[config.mk]
export PLATFORM = sky130hd
export DESIGN_NAME = lru_entry_list_manager_top_flat
export DESIGN_NICKNAME = d
export VERILOG_FILES = /design/src/lelm_pkg.sv /design/src/lelm_req_if.sv /design/src/lelm_rsp_if.sv /design/src/lru_entry_list_manager_top.sv /design/src/flat_wrapper.sv
export SDC_FILE = /design/constraint.sdc
export NUM_CORES = 2
export LEC_CHECK = 0
export BUFFER_PORTS_ARGS = -buffer_cell sky130_fd_sc_hd__buf_2
export CAP_MARGIN = 20
export CORE_MARGIN = 10
export CORE_UTILIZATION = 25
export DETAILED_ROUTE_END_ITERATION = 16
export PLACE_DENSITY = 0.47
export SLEW_MARGIN = 20
export SYNTH_ARGS = -nofsm -noshare
export SYNTH_HDL_FRONTEND = slang
export SYNTH_SLANG_ARGS = --single-unit
[constraint.sdc]
create_clock -name clock -period 8.8 [get_ports clock]
set_input_delay 1.32 -clock clock [delete_from_list [all_inputs] [get_ports clock]]
set_output_delay 1.32 -clock clock [all_outputs]
set_load 0.01 [all_outputs]
[src/lelm_pkg.sv]
// Package for the LRU entry list manager: operation and status codes, payload types.
// No dependencies.
package lelm_pkg;

   localparam logic [1:0] OP_ADD    = 2'd0;
   localparam logic [1:0] OP_ATTACH = 2'd1;
   localparam logic [1:0] OP_DETACH = 2'd2;
   localparam logic [1:0] OP_DELETE = 2'd3;

   localparam logic [1:0] ST_OK   = 2'd0;
   localparam logic [1:0] ST_FREE = 2'd1;
   localparam logic [1:0] ST_FULL = 2'd2;

   typedef struct packed {
      logic [1:0]  op;
      logic [5:0]  slot_index;
      logic [31:0] entry_length;
   } req_type;

   typedef struct packed {
      logic [1:0]  status;
      logic [5:0]  result_index;
      logic        list_nonempty;
      logic [5:0]  newest_index;
      logic [5:0]  oldest_index;
      logic [31:0] total_bytes;
      logic [31:0] eviction_count;
   } rsp_type;

endpackage

[src/lelm_req_if.sv]
// Request channel interface: valid/ready handshake carrying one operation.
// Depends on lelm_pkg.
interface lelm_req_if import lelm_pkg::*; ();
   logic    valid;
   logic    ready;
   req_type data;
   modport source (output valid, output data, input ready);
   modport sink (input valid, input data, output ready);
endinterface

[src/lelm_rsp_if.sv]
// Response channel interface: valid/ready handshake carrying one result.
// Depends on lelm_pkg.
interface lelm_rsp_if import lelm_pkg::*; ();
   logic    valid;
   logic    ready;
   rsp_type data;
   modport source (output valid, output data, input ready);
   modport sink (input valid, input data, output ready);
endinterface

[src/lru_entry_list_manager_top.sv]
// LRU entry list manager.
// Channels: req (op, slot_index, entry_length) in, rsp (one result per request) out,
// csr write port that loads the running byte total.
// Each transaction runs through a small sequencer around two synchronous link memories
// (next and prev) plus length and reference count memories, all with registered reads.
// Steps from accept to response valid: read the request, then execute on the slot's
// own links; delete and attach then rewrite the neighbors, attach then the head, on the
// single write port of each link memory; free-slot and full-pool errors skip straight
// to the response.
// Throughput: one transaction at a time; the next is accepted once the response register
// is free, so a stalled receiver holds the block with the response parked in rsp.
// Free-slot search scans a 64-bit used mask with a priority encoder.
// Reset: synchronous, clears the used mask, head/tail to null, byte total and
// eviction count; link and data memories are not cleared (never read before written).
// Depends on lelm_pkg, lelm_req_if, lelm_rsp_if.
module lru_entry_list_manager_top import lelm_pkg::*; #(
   parameter int ENTRIES = 64
) (
   input  logic        clock,
   input  logic        reset,
   lelm_req_if.sink    req,
   lelm_rsp_if.source  rsp,
   input  logic        csr_we,
   input  logic [31:0] csr_wdata
);
   localparam int IW = $clog2(ENTRIES);
   localparam int LW = IW + 1;
   localparam logic [LW-1:0] NIL = LW'(ENTRIES);

   localparam logic [2:0] S_IDLE = 3'd0, S_READ = 3'd1, S_EXEC = 3'd2, S_LINK2 = 3'd3,
                          S_LINK3 = 3'd4, S_RESP = 3'd5;

   logic [LW-1:0] next_mem [ENTRIES];
   logic [LW-1:0] prev_mem [ENTRIES];
   logic [31:0]   len_mem  [ENTRIES];
   logic [15:0]   ref_mem  [ENTRIES];

   logic [ENTRIES-1:0] used_ff, used_in;
   logic [LW-1:0] head_ff, head_in, tail_ff, tail_in;
   logic [31:0] total_ff, total_in, evict_ff, evict_in;
   logic [2:0] state_ff, state_in;
   req_type req_ff, req_in;
   logic [IW-1:0] idx_ff, idx_in;
   logic [1:0] status_ff, status_in;
   logic [LW-1:0] nx_ff, nx_in, pv_ff, pv_in;
   logic rsp_valid_ff, rsp_valid_in;
   rsp_type rsp_ff, rsp_in;

   logic [IW-1:0] rd_addr;
   logic [LW-1:0] next_rd, prev_rd;
   logic [31:0] len_rd;
   logic [15:0] ref_rd;

   logic          nw_en, pw_en, lw_en, rw_en;
   logic [IW-1:0] nw_addr, pw_addr;
   logic [LW-1:0] nw_data, pw_data;
   logic [15:0]   rw_data;

   logic          found;
   logic [IW-1:0] free_idx;
   logic          live;

   always_comb begin
      found = 1'b0;
      free_idx = '0;
      for (int i = ENTRIES - 1; i >= 0; i--) begin
         if (!used_ff[i]) begin
            found = 1'b1;
            free_idx = IW'(i);
         end
      end
   end

   // out-of-range index (only when ENTRIES < 64) counts as a free slot
   always_comb begin
      live = 1'b0;
      if (int'(req_ff.slot_index) < ENTRIES)
         live = used_ff[IW'(req_ff.slot_index)];
   end

   always_ff @(posedge clock) begin
      if (nw_en) next_mem[nw_addr] <= nw_data;
      if (pw_en) prev_mem[pw_addr] <= pw_data;
      if (lw_en) len_mem[idx_ff] <= req_ff.entry_length;
      if (rw_en) ref_mem[idx_ff] <= rw_data;
      next_rd <= next_mem[rd_addr];
      prev_rd <= prev_mem[rd_addr];
      len_rd  <= len_mem[rd_addr];
      ref_rd  <= ref_mem[rd_addr];
   end

   assign req.ready = (state_ff == S_IDLE) && !rsp_valid_ff;
   assign rsp.valid = rsp_valid_ff;
   assign rsp.data  = rsp_ff;

   always_comb begin
      state_in = state_ff;
      req_in = req_ff;
      idx_in = idx_ff;
      status_in = status_ff;
      nx_in = nx_ff;
      pv_in = pv_ff;
      used_in = used_ff;
      head_in = head_ff;
      tail_in = tail_ff;
      total_in = total_ff;
      evict_in = evict_ff;
      rsp_valid_in = rsp_valid_ff;
      rsp_in = rsp_ff;
      rd_addr = idx_ff;
      nw_en = 1'b0; pw_en = 1'b0; lw_en = 1'b0; rw_en = 1'b0;
      nw_addr = idx_ff; pw_addr = idx_ff;
      nw_data = NIL; pw_data = NIL;
      rw_data = ref_rd;

      if (rsp_valid_ff && rsp.ready) rsp_valid_in = 1'b0;
      if (csr_we) total_in = csr_wdata;

      case (state_ff)
         S_IDLE: begin
            if (req.valid && req.ready) begin
               req_in = req.data;
               state_in = S_READ;
            end
         end
         S_READ: begin
            idx_in = IW'(req_ff.slot_index);
            status_in = ST_OK;
            if (req_ff.op == OP_ADD) begin
               if (!found) begin
                  status_in = ST_FULL;
                  state_in = S_RESP;
               end else begin
                  idx_in = free_idx;
                  state_in = S_EXEC;
               end
            end else if (!live) begin
               status_in = ST_FREE;
               state_in = S_RESP;
            end else begin
               state_in = S_EXEC;
            end
            rd_addr = idx_in;
         end
         S_EXEC: begin
            // memory read data for idx_ff is valid here
            nx_in = next_rd;
            pv_in = prev_rd;
            state_in = S_RESP;
            case (req_ff.op)
               OP_ADD: begin
                  used_in[idx_ff] = 1'b1;
                  nw_en = 1'b1; pw_en = 1'b1; lw_en = 1'b1; rw_en = 1'b1;
                  rw_data = '0;
                  total_in = total_ff + req_ff.entry_length;
               end
               OP_DETACH: begin
                  rw_en = 1'b1;
                  rw_data = ref_rd - 16'd1;
               end
               OP_ATTACH: begin
                  rw_en = 1'b1;
                  rw_data = ref_rd + 16'd1;
                  state_in = S_LINK2;
               end
               default: begin
                  used_in[idx_ff] = 1'b0;
                  total_in = total_ff - len_rd;
                  evict_in = evict_ff + 32'd1;
                  state_in = S_LINK2;
               end
            endcase
         end
         S_LINK2: begin
            // unlink: prev[nx] = pv, next[pv] = nx, fix head/tail
            if (head_ff == {1'b0, idx_ff}) head_in = nx_ff;
            if (tail_ff == {1'b0, idx_ff}) tail_in = pv_ff;
            if (nx_ff < NIL) begin
               pw_en = 1'b1; pw_addr = nx_ff[IW-1:0]; pw_data = pv_ff;
            end
            if (pv_ff < NIL) begin
               nw_en = 1'b1; nw_addr = pv_ff[IW-1:0]; nw_data = nx_ff;
            end
            state_in = (req_ff.op == OP_ATTACH) ? S_LINK3 : S_RESP;
         end
         S_LINK3: begin
            // push front using updated head
            if (head_ff < NIL) begin
               pw_en = 1'b1; pw_addr = head_ff[IW-1:0]; pw_data = {1'b0, idx_ff};
            end
            nw_en = 1'b1; nw_data = head_ff;
            head_in = {1'b0, idx_ff};
            if (tail_ff >= NIL) tail_in = {1'b0, idx_ff};
            state_in = S_RESP;
         end
         S_RESP: begin
            // prev[idx] = NIL for attach lands here on the free port
            if (req_ff.op == OP_ATTACH && status_ff == ST_OK) begin
               pw_en = 1'b1; pw_addr = idx_ff; pw_data = NIL;
            end
            rsp_valid_in = 1'b1;
            rsp_in.status = status_ff;
            rsp_in.result_index = (req_ff.op == OP_ADD)
               ? ((status_ff == ST_OK) ? 6'(idx_ff) : 6'd0) : req_ff.slot_index;
            rsp_in.list_nonempty = head_ff < NIL;
            rsp_in.newest_index = (head_ff < NIL) ? 6'(head_ff) : 6'd0;
            rsp_in.oldest_index = (tail_ff < NIL) ? 6'(tail_ff) : 6'd0;
            rsp_in.total_bytes = total_ff;
            rsp_in.eviction_count = evict_ff;
            state_in = S_IDLE;
         end
         default: state_in = S_IDLE;
      endcase
   end

   always_ff @(posedge clock) begin
      if (reset) begin
         state_ff <= S_IDLE;
         used_ff <= '0;
         head_ff <= NIL;
         tail_ff <= NIL;
         total_ff <= '0;
         evict_ff <= '0;
         rsp_valid_ff <= 1'b0;
      end else begin
         state_ff <= state_in;
         used_ff <= used_in;
         head_ff <= head_in;
         tail_ff <= tail_in;
         total_ff <= total_in;
         evict_ff <= evict_in;
         rsp_valid_ff <= rsp_valid_in;
      end
      req_ff <= req_in;
      idx_ff <= idx_in;
      status_ff <= status_in;
      nx_ff <= nx_in;
      pv_ff <= pv_in;
      rsp_ff <= rsp_in;
   end

endmodule

[src/flat_wrapper.sv]
// flat-port wrapper written by rule: the top's interface ports become plain ports
module lru_entry_list_manager_top_flat import lelm_pkg::*;
#(
   parameter int ENTRIES = 64
)
  (clock, reset, csr_we, csr_wdata, req_valid, req_data, req_ready, rsp_valid, rsp_data, rsp_ready);
  lelm_req_if req_i ();
  lelm_rsp_if rsp_i ();
  input  logic clock;
  input  logic reset;
  input  logic csr_we;
  input  logic [31:0] csr_wdata;
  input wire logic [$bits(req_i.valid)-1:0] req_valid;
  input wire logic [$bits(req_i.data)-1:0] req_data;
  output wire logic [$bits(req_i.ready)-1:0] req_ready;
  output wire logic [$bits(rsp_i.valid)-1:0] rsp_valid;
  output wire logic [$bits(rsp_i.data)-1:0] rsp_data;
  input wire logic [$bits(rsp_i.ready)-1:0] rsp_ready;
  assign req_i.valid = req_valid;
  assign req_i.data = req_data;
  assign req_ready = req_i.ready;
  assign rsp_valid = rsp_i.valid;
  assign rsp_data = rsp_i.data;
  assign rsp_i.ready = rsp_ready;
  lru_entry_list_manager_top #(.ENTRIES(ENTRIES)) u_core (.clock(clock), .reset(reset), .req(req_i), .rsp(rsp_i), .csr_we(csr_we), .csr_wdata(csr_wdata));
endmodule
Word-level counts from Yosys, hierarchy flattened
Memory sizes are Yosys's and may differ from the RTL's. A register that Yosys moved wholly into a read port is not among the register bits.
Cells that the tools add are included.
Storage, ports and cells
  output and inout bits: 87
  ROM bits: 0
  bits in writable memories: 2944
  flip-flop bits (word level): 293
  latch bits: 0
  logic and storage cells: 254
  memories kept: 3
Operators by class
  shift-type cells: 0
  order comparisons: 8
  mux-type cells: 182
  add/subtract/negate cells: 3
  reductions and logical operators: 19
  bitwise operators: 5
  equality and inequality tests: 13
  multiply operators: 0
  div/mod/pow operators: 0
Memories
  u_core.len_mem: words 64, width 32, rd ports 1, clocked after memory_dff 1, write ports 1, RTL line lru_entry_list_manager_top.sv:35  | logic [31:0] len_mem [ENTRIES];
  u_core.next_mem: words 64, width 7, rd ports 1, clocked after memory_dff 1, write ports 1, RTL line lru_entry_list_manager_top.sv:33  | logic [LW-1:0] next_mem [ENTRIES];
  u_core.prev_mem: words 64, width 7, rd ports 1, clocked after memory_dff 1, write ports 1, RTL line lru_entry_list_manager_top.sv:34  | logic [LW-1:0] prev_mem [ENTRIES];
Operator list (number)
  6-bit 2-to-1 mux: 73
  64-bit one-hot mux with 2 select lines: 1
  1-bit 2-to-1 mux: 82
  64-bit bitwise AND: 1
  32-bit 2-to-1 mux: 2
  64-bit NOT: 1
  64-bit bitwise OR: 1
  32-bit one-hot mux with 2 select lines: 1
  7-bit one-hot mux with 2 select lines: 4
  7-bit 2-to-1 mux: 6
  32-bit by 1-bit adder with 32-bit output (second input constant): 1
  32-bit adder: 1
  32-bit subtractor: 1
  7-bit < comparator (second input constant): 4
  3-bit 2-to-1 mux: 5
  3-bit one-hot mux with 5 select lines: 1
  7-bit by 6-bit == test with 1-bit output: 2
  6-bit by 7-bit < comparator with 1-bit output (second input constant): 2
  6-bit one-hot mux with 2 select lines: 1
  2-bit AND reduction: 4
  7-bit greater-or-equal comparator (second input constant): 1
  1-bit binary-select mux with 6-bit select: 1
  1-bit demux with 6-bit select: 1
  3-bit by 2-bit == test with 1-bit output (second input constant): 2
  19 further kinds: 31

Logic depth before layout (Yosys ltp)
  depth after elaboration: 67
  depth in mapped cells: 20
  mapped depth without buffers: 18

Least setup slack after synthesis
OpenSTA, ideal clock, no wires.
  kind: register -> register
  start point: register u_core.state_ff[2]
  end point: memory u_core.next_mem[0][6] (netlist name) (data pin)
  buffers on the path: 2
  library setup time: 0.891 ns
  arrival time: 4.517 ns
  stages on the path, launching flop included: 7
  period minus slack after synthesis: 5.408 ns
  setup slack: 3.392 ns
  cell sequence: dfxtp_1 > clkbuf_1 > nor2b_1 > nand2_1 > nor2_1 > clkbuf_1 > a21oi_1
On the way
  longest elaborated chain between the ends: 2
RTL lines
  start, declared: RTL line lru_entry_list_manager_top.sv:41  | logic [2:0] state_ff, state_in;
  start signal, assigned: RTL line lru_entry_list_manager_top.sv:226  | state_ff <= state_in;
  3-bit == test / 3-bit by 2-bit == test with 1-bit output (equally long branches): RTL line lru_entry_list_manager_top.sv:119  | case (state_ff)
  7-bit one-hot mux with 2 select lines *: RTL line lru_entry_list_manager_top.sv:119
  named net u_core.nw_data[6]: RTL line lru_entry_list_manager_top.sv:56  | logic [LW-1:0] nw_data, pw_data;
  end, declared: RTL line lru_entry_list_manager_top.sv:33
Mark *: on every way through the listed nets, which the timed path passes. The rest lies on a longest branch.

Final worst setup path
  start point: register u_core.state_ff[0]
  end point: register u_core.len_rd[3], read port of u_core.len_mem
On the way
  longest elaborated chain between the ends: 2
RTL lines
  3-bit by 1-bit == test with 1-bit output: RTL line lru_entry_list_manager_top.sv:119
  6-bit 2-to-1 mux: RTL line lru_entry_list_manager_top.sv:119
  end, declared: RTL line lru_entry_list_manager_top.sv:51  | logic [31:0] len_rd;
Every way passes these cells.
A chain may end at the register's enable or synchronous reset.

==> summary.md <==
| Metric | Value |
|---|---|
| Status | `completed` |
| Final setup viols | `0` |
| CTS tree | `yes` |
| Final Critical Period | `around 6000 ps` |
| Clock latency on the worst-skew pair | `approximately 1000 ps` |
| FF/Latch Area | `just under 0.1 mm²` |
| CP Class | `register to register` |
| Setup crit end | `u_core.len_rd[3]` |
| Worst Path Max Fanout | `44` |
| CP startpoint | `u_core.state_ff[0]` |
| CP Capture Type | `register` |
| Iter 0 DRT Violations | `about 7.3k` |
| Routability-driven placement congestion ratio | `just under 0.8` |
| Synth warnings | `0` |
| Final cell count without fillers | `15.0k` |
| Io pins | `~160` |
| Worst flop-to-flop path startpoint | `u_core.state_ff[0]` |
| Yosys top cell area share | `a little under three quarters` |
| Power per cell area | `a little under 300 mW/mm²` |
| Post-Syn Area | `about 0.13 mm²` |
| Period utilisation layout | `68.0%` |
| Most frequent standard cell in the layout excluding fill and tap cells | `edfxtp_1` |
| Element type at the critical path start | `register` |
| Row cnt | `263` |
| Primary FF master, synth | `edfxtp_1` |
| # Post-CTS Setup Buffers | `0` |
| Largest net degree at the start of global routing | `~120` |
| Register area share after synthesis | `roughly 75%` |
| Overall routing resource usage | `13.9%` |
| P_leak | `just over 50 nW` |
| Avg Cell Area, Syn | `17.1 µm²` |
| HP Class | `register to register` |
| Ys async rst share | `0%` |
| Endpoints failing hold | `0` |
| Worst Reg-to-Reg Cells | `11` |
| Initial antenna violation count | `47` |
| DRC Markers | `0` |
| Filler Cell Count | `between 50k and 60k` |
| Share of layout cells above drive strength 1 | `between 10% and 20%` |
| Root buf cell | `clkbuf_16` |
| Grt ovf | `0` |
| RSZ-0062 raised after global routing | `no` |
| Crit path arrival time | `roughly 6700 ps` |
| DR pass1 iterations | `5` |
| Slew Limit Fails | `0` |
| # nets final | `roughly 8.0k` |
| Max transition margin | `between 10% and 20%` |
| Synth area leader | `edfxtp_1` |
| Area of the multi-input gates | `slightly above 0.03 mm²` |
| Synthesized Nets | `about 7.7k` |
| CTS hold repair buffers | `0` |
| Worst EP required | `9530 ps` |
| Post-Syn Instances | `roughly 7.5k` |
| Initial Utilization | `25.1%` |
| Worst Clk Skew | `around 75 ps` |
| R2R Setup Slk | `2820 ps` |
| Clock input transition at the sequential cells of the worst setup and hold paths | `~60 ps` |
| R2R Path End | `u_core.len_rd[3]` |
| Yosys reg bits | `between 3k and 4k` |
| Max-cap violations | `0` |
| TritonCTS buffer count | `351` |
| Final WL | `a little under 400000 µm` |
| Max Freq | `167 MHz` |
| Die W | `approximately 740 µm` |
| Total power draw | `44.2 mW` |
| Setup TNS | `0 ps` |
| Die boundary height | `between 700 and 800 µm` |
| Core area | `a little over 0.5 mm²` |
| Synth area leaders | `edfxtp_1 72%, mux2i_1 12%, o22ai_1 3.6%` |
| # clock sinks | `~3.3k` |
| H-tree lvl count | `5` |
| IO buf count | `163` |
| EDFF count, synth | `approximately 3.1k` |
| Global-route wire length before repair | `552000 µm` |
| Worst Tran Pin Value | `between 1000 and 1500 ps` |
| Vias per cell | `between 4 and 5` |
| Die Area | `approximately 0.54 mm²` |
| Most frequent cells in the layout | `3085 x edfxtp_1, 1499 x mux2i_1, 733 x o22ai_1, 357 x clkbuf_16, 254 x nor2_1` |
| Clk buf depth | `4` |
| Placed Instances | `14.3k` |
| WL/cell | `26.5 µm` |
| Area Overhead vs Synth | `16.9%` |
| Via count | `approximately 71k` |
| Antenna-violating nets left | `0` |
| Post-synth cell types | `around 80` |
| Post-cts resize count | `0` |
| Hpwl dp | `227000 µm` |
| Vias in the first global route | `~71k` |
| Max IR drop VDD | `roughly 0.31 mV` |
per-layer routing:
metal | share of wire, % | vias up | wire (µm) | GRT usage (%)
met1 | 45 | 37400 | 179000 | 19.5
met3 | 6.2 | 528 | 24800 | 2.33
met5 | 0.024 | - | 95 | 0
li1 | - | 31200 | - | -
met4 | 2.4 | 16 | 9480 | 3.51
met2 | 46 | 2347 | 183000 | 22.4
worst max-delay path, stage by stage (launching register included):
cell and delay, ps:
dfxtp_1 770, or3b_1 640, nand2_1 170, o31ai_2 90, a31oi_4 850, buf_12 320, buf_12 350, buf_4 710
mux2i_1 280, o22ai_1 110, o41ai_1 960, nand4_1 370
flip-flops by register name (all words and copies together), names as in the netlist, 7 cells and up, named ones only:
register / count
u_core.len_mem: 2048
u_core.req_ff: 40
u_core.prev_mem: 448
u_core.rsp.data: 85
u_core.nx_ff: 7
u_core.evict_ff: 32
u_core.next_rd: 7
u_core.prev_rd: 7
u_core.head_ff: 7
u_core.total_ff: 32
u_core.tail_ff: 7
u_core.pv_ff: 7
u_core.len_rd: 32
u_core.next_mem: 448
how the worst min path moves through the flow:
stage | from | to | slack (ps) | cells past startpoint
detailed placement | u_core.prev_rd[4] | u_core.pv_ff[4] | 430 | 0
finish | u_core.next_rd[0] | u_core.nx_ff[0] | 440 | 0
floorplan | u_core.next_rd[0] | u_core.nx_ff[0] | 390 | 0
CTS | u_core.next_rd[0] | u_core.nx_ff[0] | 450 | 0
global placement | u_core.evict_ff[31] | u_core.rsp.data[31] | 440 | 0
global route | u_core.evict_ff[31] | u_core.rsp.data[31] | 470 | 0
metrics by stage:
| step | utilization (%) | hold WS (ps) | worst slack [ps] | area, µm² |
|---|---|---|---|---|
| 2_1_floorplan | - | 386 | 3390 | 129000 |
| 3_3_place_gp | 27.0 | 441 | 2460 | 139000 |
| 3_5_place_dp | 27.1 | 430 | 2960 | 139000 |
| 4_1_cts | 29.3 | 447 | 2940 | 150000 |
| 5_1_grt | 29.3 | 471 | 2670 | 150000 |
| 6_report | 29.3 | 444 | 2820 | 150000 |
kinds of logic (layout without fill, tap and decap cells):
logic type / Yosys count / in the layout / synth area share, %
compound gates: 1344 / 1344 / 6.95
xor+xnor: 87 / 87 / 0.592
fa+ha+maj: 38 / 38 / 0.375
buf+inv: 470 / 1123 / 1.98
flops: 3283 / 3283 / 75.0
mux: 1531 / 1531 / 12.1
other cells: 0 / 18 / 0
simple gates: 792 / 792 / 2.94
cells in the mapped netlist, types with 62 or more instances:
library cell and instances:
o22ai_1 733, o41ai_1 184, buf_2 182, nand2_1 168, nand4_1 74, a21oi_1 131
dfxtp_1 198, clkbuf_1 149, nor2_1 319, edfxtp_1 3085, xor2_1 62, mux2i_1 1499
a211oi_1 104, o21ai_0 75
power by group:
group | switching, mW | internal (mW)
combinational | 7.74 | 3.88
sequential | 0.335 | 17.6
clock | 6.23 | 8.40
total | 14.3 | 29.9
final cells by class:
type,instances,area share [%]
clock inverters,199,1.26
well taps,6757,5.62
diodes,18,0.0299
repair buffers,439,2.13
inverters,36,0.0898
flip-flops and latches,3283,64.2
multi-input cells,3792,20.4
clock buffers,449,6.29
No activity file was read; power rests on OpenSTA's default activity.
